[src/rtl/sxl_pkg.sv]
// Shared types, character codes and small helpers for the s-expression lexer.
// No dependencies; every other file in rtl/ refers to this package.
`default_nettype none

package sxl_pkg;

    // Defaults for the top-level parameters
    localparam int POS_BITS_DEF    = 16;
    localparam int OFFSET_BITS_DEF = 32;
    localparam int DEPTH_BITS_DEF  = 16;

    // Result queue depth, power of two, at least 4
    localparam int OQ_DEPTH = 4;

    // Fixed widths of the result fields
    localparam int KIND_W = 3;
    localparam int LINE_W = 16;
    localparam int OFF_W  = 32;
    localparam int LEN_W  = 16;
    localparam int ERR_W  = 3;
    localparam int FILE_W = 16;

    localparam logic [7:0] CH_NUL    = 8'h00;
    localparam logic [7:0] CH_TAB    = 8'h09;
    localparam logic [7:0] CH_NL     = 8'h0A;
    localparam logic [7:0] CH_CR     = 8'h0D;
    localparam logic [7:0] CH_SPACE  = 8'h20;
    localparam logic [7:0] CH_QUOTE  = 8'h22;
    localparam logic [7:0] CH_LPAREN = 8'h28;
    localparam logic [7:0] CH_RPAREN = 8'h29;
    localparam logic [7:0] CH_STAR   = 8'h2A;
    localparam logic [7:0] CH_SEMI   = 8'h3B;

    typedef enum logic [2:0] {
        MODE_IDLE,
        MODE_WORD,
        MODE_STRING,
        MODE_SEMI,
        MODE_LINE,
        MODE_BLOCK,
        MODE_BLOCK_STAR,
        MODE_DEAD
    } t_lex_mode;

    typedef enum logic [KIND_W-1:0] {
        KIND_WORD   = 3'd0,
        KIND_STRING = 3'd1,
        KIND_LEFT   = 3'd2,
        KIND_RIGHT  = 3'd3,
        KIND_ERROR  = 3'd4,
        KIND_DONE   = 3'd5
    } t_kind;

    typedef enum logic [ERR_W-1:0] {
        ERR_NONE           = 3'd0,
        ERR_NULL_BYTE      = 3'd1,
        ERR_OPEN_STRING    = 3'd2,
        ERR_UNMATCHED_RIGHT = 3'd3,
        ERR_UNMATCHED_LEFT = 3'd4
    } t_err;

    typedef struct packed {
        t_kind             kind;
        logic [LINE_W-1:0] line;
        logic [LINE_W-1:0] column;
        logic [OFF_W-1:0]  offset;
        logic [LEN_W-1:0]  length;
        t_err              err;
        logic              last;
    } t_result;

    // Up to two results per input beat, first one goes out first
    typedef struct packed {
        logic [1:0] count;
        t_result    first;
        t_result    second;
    } t_push;

    function automatic logic is_break(input logic [7:0] c);
        return c == CH_SPACE || c == CH_TAB || c == CH_CR || c == CH_NL ||
               c == CH_LPAREN || c == CH_RPAREN || c == CH_SEMI || c == CH_QUOTE;
    endfunction

    // Mode after a byte seen with no token in progress
    function automatic t_lex_mode idle_mode(input logic [7:0] c);
        t_lex_mode m;
        if (c == CH_NUL) begin
            m = MODE_DEAD;
        end else if (c == CH_SEMI) begin
            m = MODE_SEMI;
        end else if (c == CH_QUOTE) begin
            m = MODE_STRING;
        end else if (is_break(c)) begin
            m = MODE_IDLE;
        end else begin
            m = MODE_WORD;
        end
        return m;
    endfunction

endpackage

`default_nettype wire

[src/rtl/sxl_core.sv]
// Lexer state and per-byte token logic: one beat in, up to two results out.
// Depends on sxl_pkg.
`default_nettype none

module sxl_core #(
    parameter int POS_BITS    = sxl_pkg::POS_BITS_DEF,
    parameter int OFFSET_BITS = sxl_pkg::OFFSET_BITS_DEF,
    parameter int DEPTH_BITS  = sxl_pkg::DEPTH_BITS_DEF
) (
    input  wire logic          i_clk,
    input  wire logic          i_rst_n,
    input  wire logic          i_accept,
    input  wire logic          i_action,
    input  wire logic [7:0]    i_char_byte,
    output sxl_pkg::t_push     o_push
);

    localparam logic [POS_BITS-1:0] POS_ONE = {{(POS_BITS-1){1'b0}}, 1'b1};

    sxl_pkg::t_lex_mode r_mode, n_mode;
    logic [POS_BITS-1:0]    r_line, n_line, r_col, n_col;
    logic [OFFSET_BITS-1:0] r_off, n_off;
    logic [POS_BITS-1:0]    r_tok_line, n_tok_line, r_tok_col, n_tok_col;
    logic [OFFSET_BITS-1:0] r_tok_off, n_tok_off;
    logic [sxl_pkg::LEN_W-1:0] r_tok_len, n_tok_len;
    logic [DEPTH_BITS-1:0]  r_depth, n_depth;
    logic [POS_BITS-1:0]    r_outer_line, n_outer_line, r_outer_col, n_outer_col;
    logic                   r_neg_seen, n_neg_seen;
    logic [POS_BITS-1:0]    r_neg_line, n_neg_line, r_neg_col, n_neg_col;

    // Effect of a byte taken with no token open
    logic [POS_BITS-1:0]    ib_line, ib_col, ib_tok_line, ib_tok_col;
    logic [OFFSET_BITS-1:0] ib_tok_off;
    logic [sxl_pkg::LEN_W-1:0] ib_tok_len;
    logic [DEPTH_BITS-1:0]  ib_depth;
    logic [POS_BITS-1:0]    ib_outer_line, ib_outer_col, ib_neg_line, ib_neg_col;
    logic                   ib_neg_seen;
    logic                   ib_emit;
    sxl_pkg::t_result       ib_res;

    sxl_pkg::t_result       status_res;
    sxl_pkg::t_result       word_res;

    function automatic logic [POS_BITS-1:0] bump(input logic [POS_BITS-1:0] v);
        return (&v) ? v : v + 1'b1;
    endfunction

    function automatic logic [sxl_pkg::LINE_W-1:0] pos_out(input logic [POS_BITS-1:0] v);
        logic [POS_BITS+sxl_pkg::LINE_W-1:0] w;
        w = {{sxl_pkg::LINE_W{1'b0}}, v};
        return w[sxl_pkg::LINE_W-1:0];
    endfunction

    function automatic logic [sxl_pkg::OFF_W-1:0] off_out(input logic [OFFSET_BITS-1:0] v);
        logic [OFFSET_BITS+sxl_pkg::OFF_W-1:0] w;
        w = {{sxl_pkg::OFF_W{1'b0}}, v};
        return w[sxl_pkg::OFF_W-1:0];
    endfunction

    function automatic sxl_pkg::t_result mk_res(
        input sxl_pkg::t_kind             kind,
        input logic [POS_BITS-1:0]        ln,
        input logic [POS_BITS-1:0]        col,
        input logic [OFFSET_BITS-1:0]     off,
        input logic [sxl_pkg::LEN_W-1:0]  len,
        input sxl_pkg::t_err              err
    );
        sxl_pkg::t_result r;
        r.kind   = kind;
        r.line   = pos_out(ln);
        r.column = pos_out(col);
        r.offset = off_out(off);
        r.length = len;
        r.err    = err;
        r.last   = 1'b0;
        return r;
    endfunction

    // Next mode
    always_comb begin
        n_mode = r_mode;
        if (i_accept) begin
            if (i_action) begin
                n_mode = sxl_pkg::MODE_IDLE;
            end else begin
                unique case (r_mode)
                    sxl_pkg::MODE_DEAD: begin
                        n_mode = sxl_pkg::MODE_DEAD;
                    end
                    sxl_pkg::MODE_WORD: begin
                        if (i_char_byte == sxl_pkg::CH_NUL) begin
                            n_mode = sxl_pkg::MODE_DEAD;
                        end else if (sxl_pkg::is_break(i_char_byte)) begin
                            n_mode = sxl_pkg::idle_mode(i_char_byte);
                        end
                    end
                    sxl_pkg::MODE_STRING: begin
                        if (i_char_byte == sxl_pkg::CH_QUOTE) n_mode = sxl_pkg::MODE_IDLE;
                    end
                    sxl_pkg::MODE_SEMI: begin
                        // the byte after ';' already belongs to the comment
                        if (i_char_byte == sxl_pkg::CH_STAR) begin
                            n_mode = sxl_pkg::MODE_BLOCK;
                        end else if (i_char_byte == sxl_pkg::CH_NL) begin
                            n_mode = sxl_pkg::MODE_IDLE;
                        end else begin
                            n_mode = sxl_pkg::MODE_LINE;
                        end
                    end
                    sxl_pkg::MODE_LINE: begin
                        if (i_char_byte == sxl_pkg::CH_NL) n_mode = sxl_pkg::MODE_IDLE;
                    end
                    sxl_pkg::MODE_BLOCK: begin
                        if (i_char_byte == sxl_pkg::CH_STAR) n_mode = sxl_pkg::MODE_BLOCK_STAR;
                    end
                    sxl_pkg::MODE_BLOCK_STAR: begin
                        if (i_char_byte == sxl_pkg::CH_SEMI) begin
                            n_mode = sxl_pkg::MODE_IDLE;
                        end else if (i_char_byte != sxl_pkg::CH_STAR) begin
                            n_mode = sxl_pkg::MODE_BLOCK;
                        end
                    end
                    sxl_pkg::MODE_IDLE: begin
                        n_mode = sxl_pkg::idle_mode(i_char_byte);
                    end
                endcase
            end
        end
    end

    // Byte with no token open
    always_comb begin
        ib_line       = r_line;
        ib_col        = r_col;
        ib_tok_line   = r_tok_line;
        ib_tok_col    = r_tok_col;
        ib_tok_off    = r_tok_off;
        ib_tok_len    = r_tok_len;
        ib_depth      = r_depth;
        ib_outer_line = r_outer_line;
        ib_outer_col  = r_outer_col;
        ib_neg_seen   = r_neg_seen;
        ib_neg_line   = r_neg_line;
        ib_neg_col    = r_neg_col;
        ib_emit       = 1'b0;
        ib_res        = '0;
        if (i_char_byte == sxl_pkg::CH_NUL) begin
            ib_emit = 1'b1;
            ib_res  = mk_res(sxl_pkg::KIND_ERROR, r_line, r_col, r_off, '0,
                             sxl_pkg::ERR_NULL_BYTE);
        end else if (i_char_byte == sxl_pkg::CH_SPACE || i_char_byte == sxl_pkg::CH_TAB ||
                     i_char_byte == sxl_pkg::CH_CR) begin
            ib_col = bump(r_col);
        end else if (i_char_byte == sxl_pkg::CH_NL) begin
            ib_line = bump(r_line);
            ib_col  = POS_ONE;
        end else if (i_char_byte == sxl_pkg::CH_LPAREN) begin
            ib_emit = 1'b1;
            ib_res  = mk_res(sxl_pkg::KIND_LEFT, r_line, r_col, r_off, 16'd1,
                             sxl_pkg::ERR_NONE);
            if (!r_neg_seen && !(&r_depth)) begin
                ib_depth = r_depth + 1'b1;
                if (r_depth == '0) begin
                    ib_outer_line = r_line;
                    ib_outer_col  = r_col;
                end
            end
            ib_col = bump(r_col);
        end else if (i_char_byte == sxl_pkg::CH_RPAREN) begin
            ib_emit = 1'b1;
            ib_res  = mk_res(sxl_pkg::KIND_RIGHT, r_line, r_col, r_off, 16'd1,
                             sxl_pkg::ERR_NONE);
            if (!r_neg_seen) begin
                if (r_depth == '0) begin
                    ib_neg_seen = 1'b1;
                    ib_neg_line = r_line;
                    ib_neg_col  = r_col;
                end else begin
                    ib_depth = r_depth - 1'b1;
                end
            end
            ib_col = bump(r_col);
        end else if (i_char_byte == sxl_pkg::CH_SEMI) begin
            ib_col = bump(r_col);
        end else if (i_char_byte == sxl_pkg::CH_QUOTE) begin
            // string content starts after the quote
            ib_tok_line = r_line;
            ib_tok_col  = r_col;
            ib_tok_off  = r_off + 1'b1;
            ib_tok_len  = '0;
            ib_col      = bump(r_col);
        end else begin
            ib_tok_line = r_line;
            ib_tok_col  = r_col;
            ib_tok_off  = r_off;
            ib_tok_len  = 16'd1;
            ib_col      = bump(r_col);
        end
    end

    always_comb begin
        word_res = mk_res(sxl_pkg::KIND_WORD, r_tok_line, r_tok_col, r_tok_off, r_tok_len,
                          sxl_pkg::ERR_NONE);
        if (r_neg_seen) begin
            status_res = mk_res(sxl_pkg::KIND_ERROR, r_neg_line, r_neg_col, r_off, '0,
                                sxl_pkg::ERR_UNMATCHED_RIGHT);
        end else if (r_depth != '0) begin
            status_res = mk_res(sxl_pkg::KIND_ERROR, r_outer_line, r_outer_col, r_off, '0,
                                sxl_pkg::ERR_UNMATCHED_LEFT);
        end else begin
            status_res = mk_res(sxl_pkg::KIND_DONE, r_line, r_col, r_off, '0,
                                sxl_pkg::ERR_NONE);
        end
    end

    // Counters, token capture and results
    always_comb begin
        n_line       = r_line;
        n_col        = r_col;
        n_off        = r_off;
        n_tok_line   = r_tok_line;
        n_tok_col    = r_tok_col;
        n_tok_off    = r_tok_off;
        n_tok_len    = r_tok_len;
        n_depth      = r_depth;
        n_outer_line = r_outer_line;
        n_outer_col  = r_outer_col;
        n_neg_seen   = r_neg_seen;
        n_neg_line   = r_neg_line;
        n_neg_col    = r_neg_col;
        o_push       = '0;
        if (i_accept) begin
            if (i_action) begin
                if (r_mode == sxl_pkg::MODE_STRING) begin
                    o_push.count = 2'd1;
                    o_push.first = mk_res(sxl_pkg::KIND_ERROR, r_tok_line, r_tok_col,
                                          r_tok_off - 1'b1, '0, sxl_pkg::ERR_OPEN_STRING);
                end else if (r_mode == sxl_pkg::MODE_WORD) begin
                    o_push.count  = 2'd2;
                    o_push.first  = word_res;
                    o_push.second = status_res;
                end else if (r_mode != sxl_pkg::MODE_DEAD) begin
                    o_push.count = 2'd1;
                    o_push.first = status_res;
                end
                n_line       = POS_ONE;
                n_col        = POS_ONE;
                n_off        = '0;
                n_tok_line   = '0;
                n_tok_col    = '0;
                n_tok_off    = '0;
                n_tok_len    = '0;
                n_depth      = '0;
                n_outer_line = '0;
                n_outer_col  = '0;
                n_neg_seen   = 1'b0;
                n_neg_line   = '0;
                n_neg_col    = '0;
            end else begin
                if (r_mode != sxl_pkg::MODE_DEAD) n_off = r_off + 1'b1;
                unique case (r_mode)
                    sxl_pkg::MODE_DEAD: begin
                    end
                    sxl_pkg::MODE_IDLE, sxl_pkg::MODE_WORD: begin
                        if (r_mode == sxl_pkg::MODE_WORD &&
                            i_char_byte != sxl_pkg::CH_NUL &&
                            !sxl_pkg::is_break(i_char_byte)) begin
                            if (!(&r_tok_len)) n_tok_len = r_tok_len + 1'b1;
                            n_col = bump(r_col);
                        end else if (r_mode == sxl_pkg::MODE_WORD &&
                                     i_char_byte == sxl_pkg::CH_NUL) begin
                            // word in progress is dropped
                            o_push.count = 2'd1;
                            o_push.first = ib_res;
                        end else begin
                            n_line       = ib_line;
                            n_col        = ib_col;
                            n_tok_line   = ib_tok_line;
                            n_tok_col    = ib_tok_col;
                            n_tok_off    = ib_tok_off;
                            n_tok_len    = ib_tok_len;
                            n_depth      = ib_depth;
                            n_outer_line = ib_outer_line;
                            n_outer_col  = ib_outer_col;
                            n_neg_seen   = ib_neg_seen;
                            n_neg_line   = ib_neg_line;
                            n_neg_col    = ib_neg_col;
                            if (r_mode == sxl_pkg::MODE_WORD) begin
                                o_push.first  = word_res;
                                o_push.second = ib_res;
                                o_push.count  = ib_emit ? 2'd2 : 2'd1;
                            end else begin
                                o_push.first = ib_res;
                                o_push.count = {1'b0, ib_emit};
                            end
                        end
                    end
                    sxl_pkg::MODE_STRING: begin
                        if (i_char_byte == sxl_pkg::CH_QUOTE) begin
                            n_col        = bump(r_col);
                            o_push.count = 2'd1;
                            o_push.first = mk_res(sxl_pkg::KIND_STRING, r_tok_line,
                                                  r_tok_col, r_tok_off, r_tok_len,
                                                  sxl_pkg::ERR_NONE);
                        end else begin
                            if (i_char_byte == sxl_pkg::CH_NL) begin
                                n_line = bump(r_line);
                                n_col  = POS_ONE;
                            end else begin
                                n_col = bump(r_col);
                            end
                            if (!(&r_tok_len)) n_tok_len = r_tok_len + 1'b1;
                        end
                    end
                    sxl_pkg::MODE_SEMI, sxl_pkg::MODE_LINE, sxl_pkg::MODE_BLOCK,
                    sxl_pkg::MODE_BLOCK_STAR: begin
                        // inside comments only line, column and offset move
                        if (i_char_byte == sxl_pkg::CH_NL) begin
                            n_line = bump(r_line);
                            n_col  = POS_ONE;
                        end else begin
                            n_col = bump(r_col);
                        end
                    end
                endcase
            end
            if (o_push.count == 2'd2) begin
                o_push.second.last = 1'b1;
            end else begin
                o_push.first.last = 1'b1;
            end
        end
    end

    always_ff @(posedge i_clk) begin
        if (!i_rst_n) begin
            r_mode       <= sxl_pkg::MODE_IDLE;
            r_line       <= POS_ONE;
            r_col        <= POS_ONE;
            r_off        <= '0;
            r_tok_line   <= '0;
            r_tok_col    <= '0;
            r_tok_off    <= '0;
            r_tok_len    <= '0;
            r_depth      <= '0;
            r_outer_line <= '0;
            r_outer_col  <= '0;
            r_neg_seen   <= 1'b0;
            r_neg_line   <= '0;
            r_neg_col    <= '0;
        end else begin
            r_mode       <= n_mode;
            r_line       <= n_line;
            r_col        <= n_col;
            r_off        <= n_off;
            r_tok_line   <= n_tok_line;
            r_tok_col    <= n_tok_col;
            r_tok_off    <= n_tok_off;
            r_tok_len    <= n_tok_len;
            r_depth      <= n_depth;
            r_outer_line <= n_outer_line;
            r_outer_col  <= n_outer_col;
            r_neg_seen   <= n_neg_seen;
            r_neg_line   <= n_neg_line;
            r_neg_col    <= n_neg_col;
        end
    end

endmodule

`default_nettype wire

[src/rtl/sxl_outq.sv]
// Result queue: takes up to two results a cycle, hands out one per beat.
// Depends on sxl_pkg.
`default_nettype none

module sxl_outq (
    input  wire logic              i_clk,
    input  wire logic              i_rst_n,
    input  wire sxl_pkg::t_push    i_push,
    input  wire logic              i_pop,
    output sxl_pkg::t_result       o_head,
    output logic                   o_valid,
    output logic                   o_room
);

    localparam int PTR_W = $clog2(sxl_pkg::OQ_DEPTH);
    localparam int CNT_W = $clog2(sxl_pkg::OQ_DEPTH + 1);

    sxl_pkg::t_result r_entry [sxl_pkg::OQ_DEPTH];
    logic [PTR_W-1:0] r_wr_ptr, n_wr_ptr, r_rd_ptr, n_rd_ptr;
    logic [CNT_W-1:0] r_count, n_count;
    logic [PTR_W-1:0] wr_ptr_1;

    assign o_valid  = r_count != '0;
    // room for a beat that yields two results
    assign o_room   = r_count <= CNT_W'(sxl_pkg::OQ_DEPTH - 2);
    assign o_head   = r_entry[r_rd_ptr];
    assign wr_ptr_1 = r_wr_ptr + 1'b1;

    always_comb begin
        n_wr_ptr = r_wr_ptr + PTR_W'(i_push.count);
        n_rd_ptr = (i_pop && o_valid) ? r_rd_ptr + 1'b1 : r_rd_ptr;
        n_count  = r_count + {{(CNT_W-2){1'b0}}, i_push.count}
                   - {{(CNT_W-1){1'b0}}, (i_pop && o_valid)};
    end

    always_ff @(posedge i_clk) begin
        if (i_push.count != 2'd0) r_entry[r_wr_ptr] <= i_push.first;
        if (i_push.count == 2'd2) r_entry[wr_ptr_1] <= i_push.second;
    end

    always_ff @(posedge i_clk) begin
        if (!i_rst_n) begin
            r_wr_ptr <= '0;
            r_rd_ptr <= '0;
            r_count  <= '0;
        end else begin
            r_wr_ptr <= n_wr_ptr;
            r_rd_ptr <= n_rd_ptr;
            r_count  <= n_count;
        end
    end

endmodule

`default_nettype wire

[src/rtl/sexpr_script_lexer.sv]
// Top level of the s-expression lexer: file number register, lexer core, result queue.
// Depends on sxl_pkg, sxl_core and sxl_outq.
//
//  channel | direction | handshake          | payload
//  --------+-----------+--------------------+---------------------------------------------
//  input   | in        | i_valid / o_stall  | i_action, i_char_byte
//  result  | out       | o_valid / i_stall  | o_token_kind .. o_last_of_run
//  config  | in        | i_cfg_wr_en        | i_cfg_wr_data (file number)
//
// One byte or end beat is taken per cycle while o_stall is low; its results enter a
// four-entry queue in the same edge and leave one per output beat from the next cycle on.
// o_stall rises while fewer than two queue slots are free, so a beat that yields two
// results (word plus delimiter token or status) costs two output beats.
// Synchronous active-low reset returns all lexer state to the start of a script and
// empties the queue; there is no clearing pass.
`default_nettype none

module sexpr_script_lexer #(
    parameter int POS_BITS    = sxl_pkg::POS_BITS_DEF,
    parameter int OFFSET_BITS = sxl_pkg::OFFSET_BITS_DEF,
    parameter int DEPTH_BITS  = sxl_pkg::DEPTH_BITS_DEF
) (
    input  wire logic                         i_clk,
    input  wire logic                         i_rst_n,
    input  wire logic                         i_cfg_wr_en,
    input  wire logic [sxl_pkg::FILE_W-1:0]   i_cfg_wr_data,
    input  wire logic                         i_valid,
    output logic                              o_stall,
    input  wire logic                         i_action,
    input  wire logic [7:0]                   i_char_byte,
    output logic                              o_valid,
    input  wire logic                         i_stall,
    output logic [sxl_pkg::KIND_W-1:0]        o_token_kind,
    output logic [sxl_pkg::LINE_W-1:0]        o_start_line,
    output logic [sxl_pkg::LINE_W-1:0]        o_start_column,
    output logic [sxl_pkg::OFF_W-1:0]         o_start_offset,
    output logic [sxl_pkg::LEN_W-1:0]         o_token_length,
    output logic [sxl_pkg::ERR_W-1:0]         o_error_code,
    output logic [sxl_pkg::FILE_W-1:0]        o_source_file,
    output logic                              o_last_of_run
);

    logic [sxl_pkg::FILE_W-1:0] r_file_number;
    logic                       room;
    logic                       accept;
    sxl_pkg::t_push             push;
    sxl_pkg::t_result           head;

    assign o_stall = !room;
    assign accept  = i_valid && room;

    always_ff @(posedge i_clk) begin
        if (!i_rst_n) begin
            r_file_number <= '0;
        end else if (i_cfg_wr_en) begin
            r_file_number <= i_cfg_wr_data;
        end
    end

    sxl_core #(
        .POS_BITS    (POS_BITS),
        .OFFSET_BITS (OFFSET_BITS),
        .DEPTH_BITS  (DEPTH_BITS)
    ) u_core (
        .i_clk       (i_clk),
        .i_rst_n     (i_rst_n),
        .i_accept    (accept),
        .i_action    (i_action),
        .i_char_byte (i_char_byte),
        .o_push      (push)
    );

    sxl_outq u_outq (
        .i_clk   (i_clk),
        .i_rst_n (i_rst_n),
        .i_push  (push),
        .i_pop   (!i_stall),
        .o_head  (head),
        .o_valid (o_valid),
        .o_room  (room)
    );

    // user writes file number only while idle (unchecked); live value is the emit-time one
    assign o_token_kind   = head.kind;
    assign o_start_line   = head.line;
    assign o_start_column = head.column;
    assign o_start_offset = head.offset;
    assign o_token_length = head.length;
    assign o_error_code   = head.err;
    assign o_source_file  = r_file_number;
    assign o_last_of_run  = head.last;

endmodule

`default_nettype wire

[config.mk]
export PLATFORM = sky130hd
export DESIGN_NAME = sexpr_script_lexer
export DESIGN_NICKNAME = d
export VERILOG_FILES = /design/src/rtl/sxl_pkg.sv /design/src/rtl/sxl_core.sv /design/src/rtl/sxl_outq.sv /design/src/rtl/sexpr_script_lexer.sv
export SDC_FILE = /design/constraint.sdc
export NUM_CORES = 1
export LEC_CHECK = 0
export BUFFER_PORTS_ARGS = -buffer_cell sky130_fd_sc_hd__buf_2
export CAP_MARGIN = 20
export CELL_PAD_IN_SITES_DETAIL_PLACEMENT = 1
export CELL_PAD_IN_SITES_GLOBAL_PLACEMENT = 2
export CORE_UTILIZATION = 35
export CTS_CLUSTER_SIZE = 24
export DETAILED_ROUTE_END_ITERATION = 6
export GPL_TIMING_DRIVEN = 0
export PLACE_DENSITY = 0.76
export SKIP_CTS_REPAIR_TIMING = 1
export SYNTH_ARGS = -nofsm -noshare
export SYNTH_HDL_FRONTEND = slang
export SYNTH_SLANG_ARGS = --single-unit
[constraint.sdc]
create_clock -name i_clk -period 5.36 [get_ports i_clk]
set_input_delay 1.072 -clock i_clk [delete_from_list [all_inputs] [get_ports i_clk]]
set_output_delay 1.072 -clock i_clk [all_outputs]
set_load 0.05 [all_outputs]
==> results.yml <==
outcome:
  outcome: "completed"
route:
  met2WireLength_um: 61000
  antenna_violating_nets_post_route: 0
  total_drc_errors_in_the_routed_layout: 0
  number_of_design_rule_violations_left_by_the_first_detailed_router_iteration: 3038
  totalWireLength_um: 135000
  num_vias: 28580
  drt_pre_antenna_iters: 7
  m1WireLength_um: 60600
  detail_route.wl_per_cell_um: 28.6
  routed-wl-met3_um: 9900
  avgViaCountPerCell: 6.05
  highest-signal-layer: "met5"
critical_path:
  path_cells: "clkbuf_2 > or3b_1 > buf_2 > inv_2 > buf_2 > clkbuf_2 > ha_1 > a31oi_1 > o31a_1 > buf_2 > inv_1 > o21ai_2 > clkbuf_2 > buf_2 > nand2_4 > buf_16"
  cp_data_arrival_time_ns: 5.50
  cell_mode_on_critical_path: "buf_2"
  crit-reg2reg-capture: "u_outq.r_entry[1][32]"
  critPathMaxFanout: 43
  worstReg2RegStart: "u_core.r_mode[0]"
  ff2ff_path_depth: 16
  count_of_buffer_and_inverter_cells_on_the_critical_path: 10
  worstSetupStartpoint: "u_core.r_mode[0]"
  crit_path_end_kind: "flip-flop"
  critical_path_class: "flip-flop to flip-flop"
  worst-r2r-setup-slack_ns: 0.20
  cpLargestDelayFamily: "buffers and inverters"
  cp_slowest_cell: "buf_2"
  cp_max_stage_delay_ns: 0.40
  critical_path_required_ns: 5.71
  cp-start-kind: "flip-flop"
synthesis:
  synthesis.instances: 3285
  seq_total_area_yosys: 0.474
  synth_enable_flop_cells: 288
  dominantRegCellSynth: "dfxtp_1"
  synthArstFlopShare: 0
  synthesis.nets: 3341
  syn_area_per_cell_um2: 9.58
  yosys_warnings: 0
  synth-seq-cells: 601
  mappedNetlistArea_mm2: 0.0315
  synthDistinctLibCells: 94
power:
  power.static_leakage_nw: 12.5
  power.ir.vdd_worst_mv: 0.218
  power_density_mw_per_mm2: 397
cells_and_area:
  layout_common_cells: "nand2_1 (406), dfxtp_1 (313), nor2_1 (298), edfxtp_1 (288), clkbuf_1 (257)"
  area.growth.synth_to_final_pct: 15.5
  final_layout_size_suffix_gt1_frac: 0.125
  fillCellCount: 10106
  final_util: 0.410
  layout.nets: 3553
  final_common_cell: "nand2_1"
clocking:
  clkSlewWorstSetupHoldPaths_ns: 0.06
  htree_num_levels: 3
  insertion_delay_ns: 0.65
  clock_tree_from_tritoncts: "done"
  root_buffer: "clkbuf_16"
  numClockSinks: 601
  cts-buffers-inserted: 73
  clock_path_buffers: 3
global_routing:
  gr_util_all_layers: 0.292
  global_route.overflow_total: 0
  grt_start_max_net_pins: 52
  grt_first_pass_wirelength_um: 196000
  antenna_violations_before_repair: 10
  first_global_vias: 28169
die:
  dieWidth_um: 302
  core_area_mm2: 0.0886
  fp.dieArea_mm2: 0.0911
  io-pin-count: 135
  std_cell_rows: 109
  die_h_um: 302
  initial_core_util: 0.355
timing:
  clock.fmax_ghz: 0.194
  report.final.setup_viol: 0
  hold-worst-slack_ns: 0.460
  final_min_period_over_clock_period: 0.962
  slew_headroom: 0.200
  fin_worst_skew_ns: 0.0308
  finalHoldViolCount: 0
  final_period_minus_worst_setup_slack_ns: 5.16
  worst_slew_pin_slew_ns: 1.20
  final-max-slew-violation-count: 0
worst_hold_path:
  holdPathEnd: "u_core.r_tok_line[7]"
  worst_hold_path_type: "flip-flop to flip-flop"
  beginning_of_the_worst_hold_path: "u_core.r_tok_line[7]"
  hold_depth: 2
placement:
  place.port_buffers: 131
  gp_congestion: 0.958
  place_hpwl_um: 98900
job:
  timing.max_cap.violations: 0
## power by group
part	internal (mW)	switching [mW]	total [mW]	leakage [nW]
Combinational	1.09	2.95	4.05	5.75
Clock	3.11	2.18	5.29	1.24
Sequential	5.01	0.0821	5.10	5.47
## cell families after synthesis
family                     count (synthesis)  share of synthesized area
buffers and inverters                    340                     0.0421
DFF                                      601                      0.474
muxes                                    208                      0.101
xor gates and xnor gates                  89                     0.0248
adders and majority gates                 26                     0.0108
AOI/OAI and AO/OA                        902                      0.184
and+or+nand+nor                         1119                      0.163
## metal layers
metal  global-route usage  up-vias
met4               0.0899       10
met2                0.456     1124
li1                     -    12649
met1                0.409    14577
met5                    0        -
met3               0.0521      220
## flip-flops by register name, indices dropped and copies added (netlist names), 2 cells and up, named ones only
register	cells
u_outq.r_entry	348
u_core.r_off	32
u_core.r_tok_off	32
o_source_file	16
u_core.r_col	16
u_core.r_depth	16
u_core.r_line	16
u_core.r_neg_col	16
u_core.r_neg_line	16
u_core.r_outer_col	16
u_core.r_outer_line	16
u_core.r_tok_col	16
u_core.r_tok_len	16
u_core.r_tok_line	16
u_core.r_mode	3
u_outq.r_count	3
u_outq.r_rd_ptr	2
u_outq.r_wr_ptr	2
## worst min-delay path: cells and delay by family, from the launching register on
| family | cells | cell delay [ns] |
|---|---|---|
| flip-flops | 1 | 0.31 |
| AND/OR/NAND/NOR | 1 | 0.05 |
| AO/OA/AOI/OAI | 1 | 0.05 |
## cell usage after synthesis (26+ instances only)
cell type | number | share of area
nand2_1 | 410 | 0.049
dfxtp_1 | 313 | 0.20
nor2_1 | 299 | 0.036
edfxtp_1 | 288 | 0.27
clkbuf_1 | 246 | 0.029
o21ai_0 | 241 | 0.038
o22ai_1 | 174 | 0.035
a21oi_1 | 172 | 0.027
nand3_1 | 124 | 0.020
mux2i_1 | 119 | 0.038
mux4_2 | 87 | 0.062
xnor2_1 | 54 | 0.015
nor3_1 | 53 | 0.0084
a22o_1 | 50 | 0.014
nor2b_1 | 44 | 0.0087
buf_1 | 43 | 0.0051
a22oi_1 | 40 | 0.0095
and3_1 | 35 | 0.0070
xor2_1 | 35 | 0.0097
nand4_1 | 34 | 0.0068
a31o_2 | 33 | 0.0092
a31oi_1 | 26 | 0.0052
or3_1 | 26 | 0.0052
## through the flow
stage	TNS [ns]	area, um2	std cells	power [mW]	setup slack (ns)
2_1_floorplan	0	31500	3285	7.87	0.632
3_3_place_gp	-443.63	33600	4581	9.18	-1.72
3_5_place_dp	-112.05	33700	4587	9.22	-0.652
4_1_cts	-78.96	36300	4723	14.5	-0.552
5_1_grt	-0.000797	36300	4726	14.8	-0.000797
6_report	0	36300	4727	14.4	0.205
## how the worst max path moves through the flow
stage | slack (ns) | depth (start not counted) | to
after global placement | -1.72 | 13 | u_outq.r_entry[2][39]
after detailed placement | -0.65 | 13 | u_outq.r_entry[2][39]
final | 0.20 | 16 | u_outq.r_entry[1][32]
after floorplan | 0.63 | 13 | u_outq.r_entry[1][0]
after CTS | -0.55 | 15 | u_outq.r_entry[2][46]
after global routing | -0.0008 | 16 | u_outq.r_entry[1][46]
## area by class of cell
cell class	count	area [um2]	area share
Multi-Input combinational cell	2344	15300	0.420
Sequential cell	601	14900	0.410
Clock buffer	104	2150	0.0591
Tap cell	1165	1460	0.0401
Buffer	310	1220	0.0336
Timing Repair Buffer	140	812	0.0223
Clock inverter	32	400	0.0110
Inverter	27	101	0.00279
Antenna cell	4	10.0	0.000275
(Power assumes the default switching activity.)
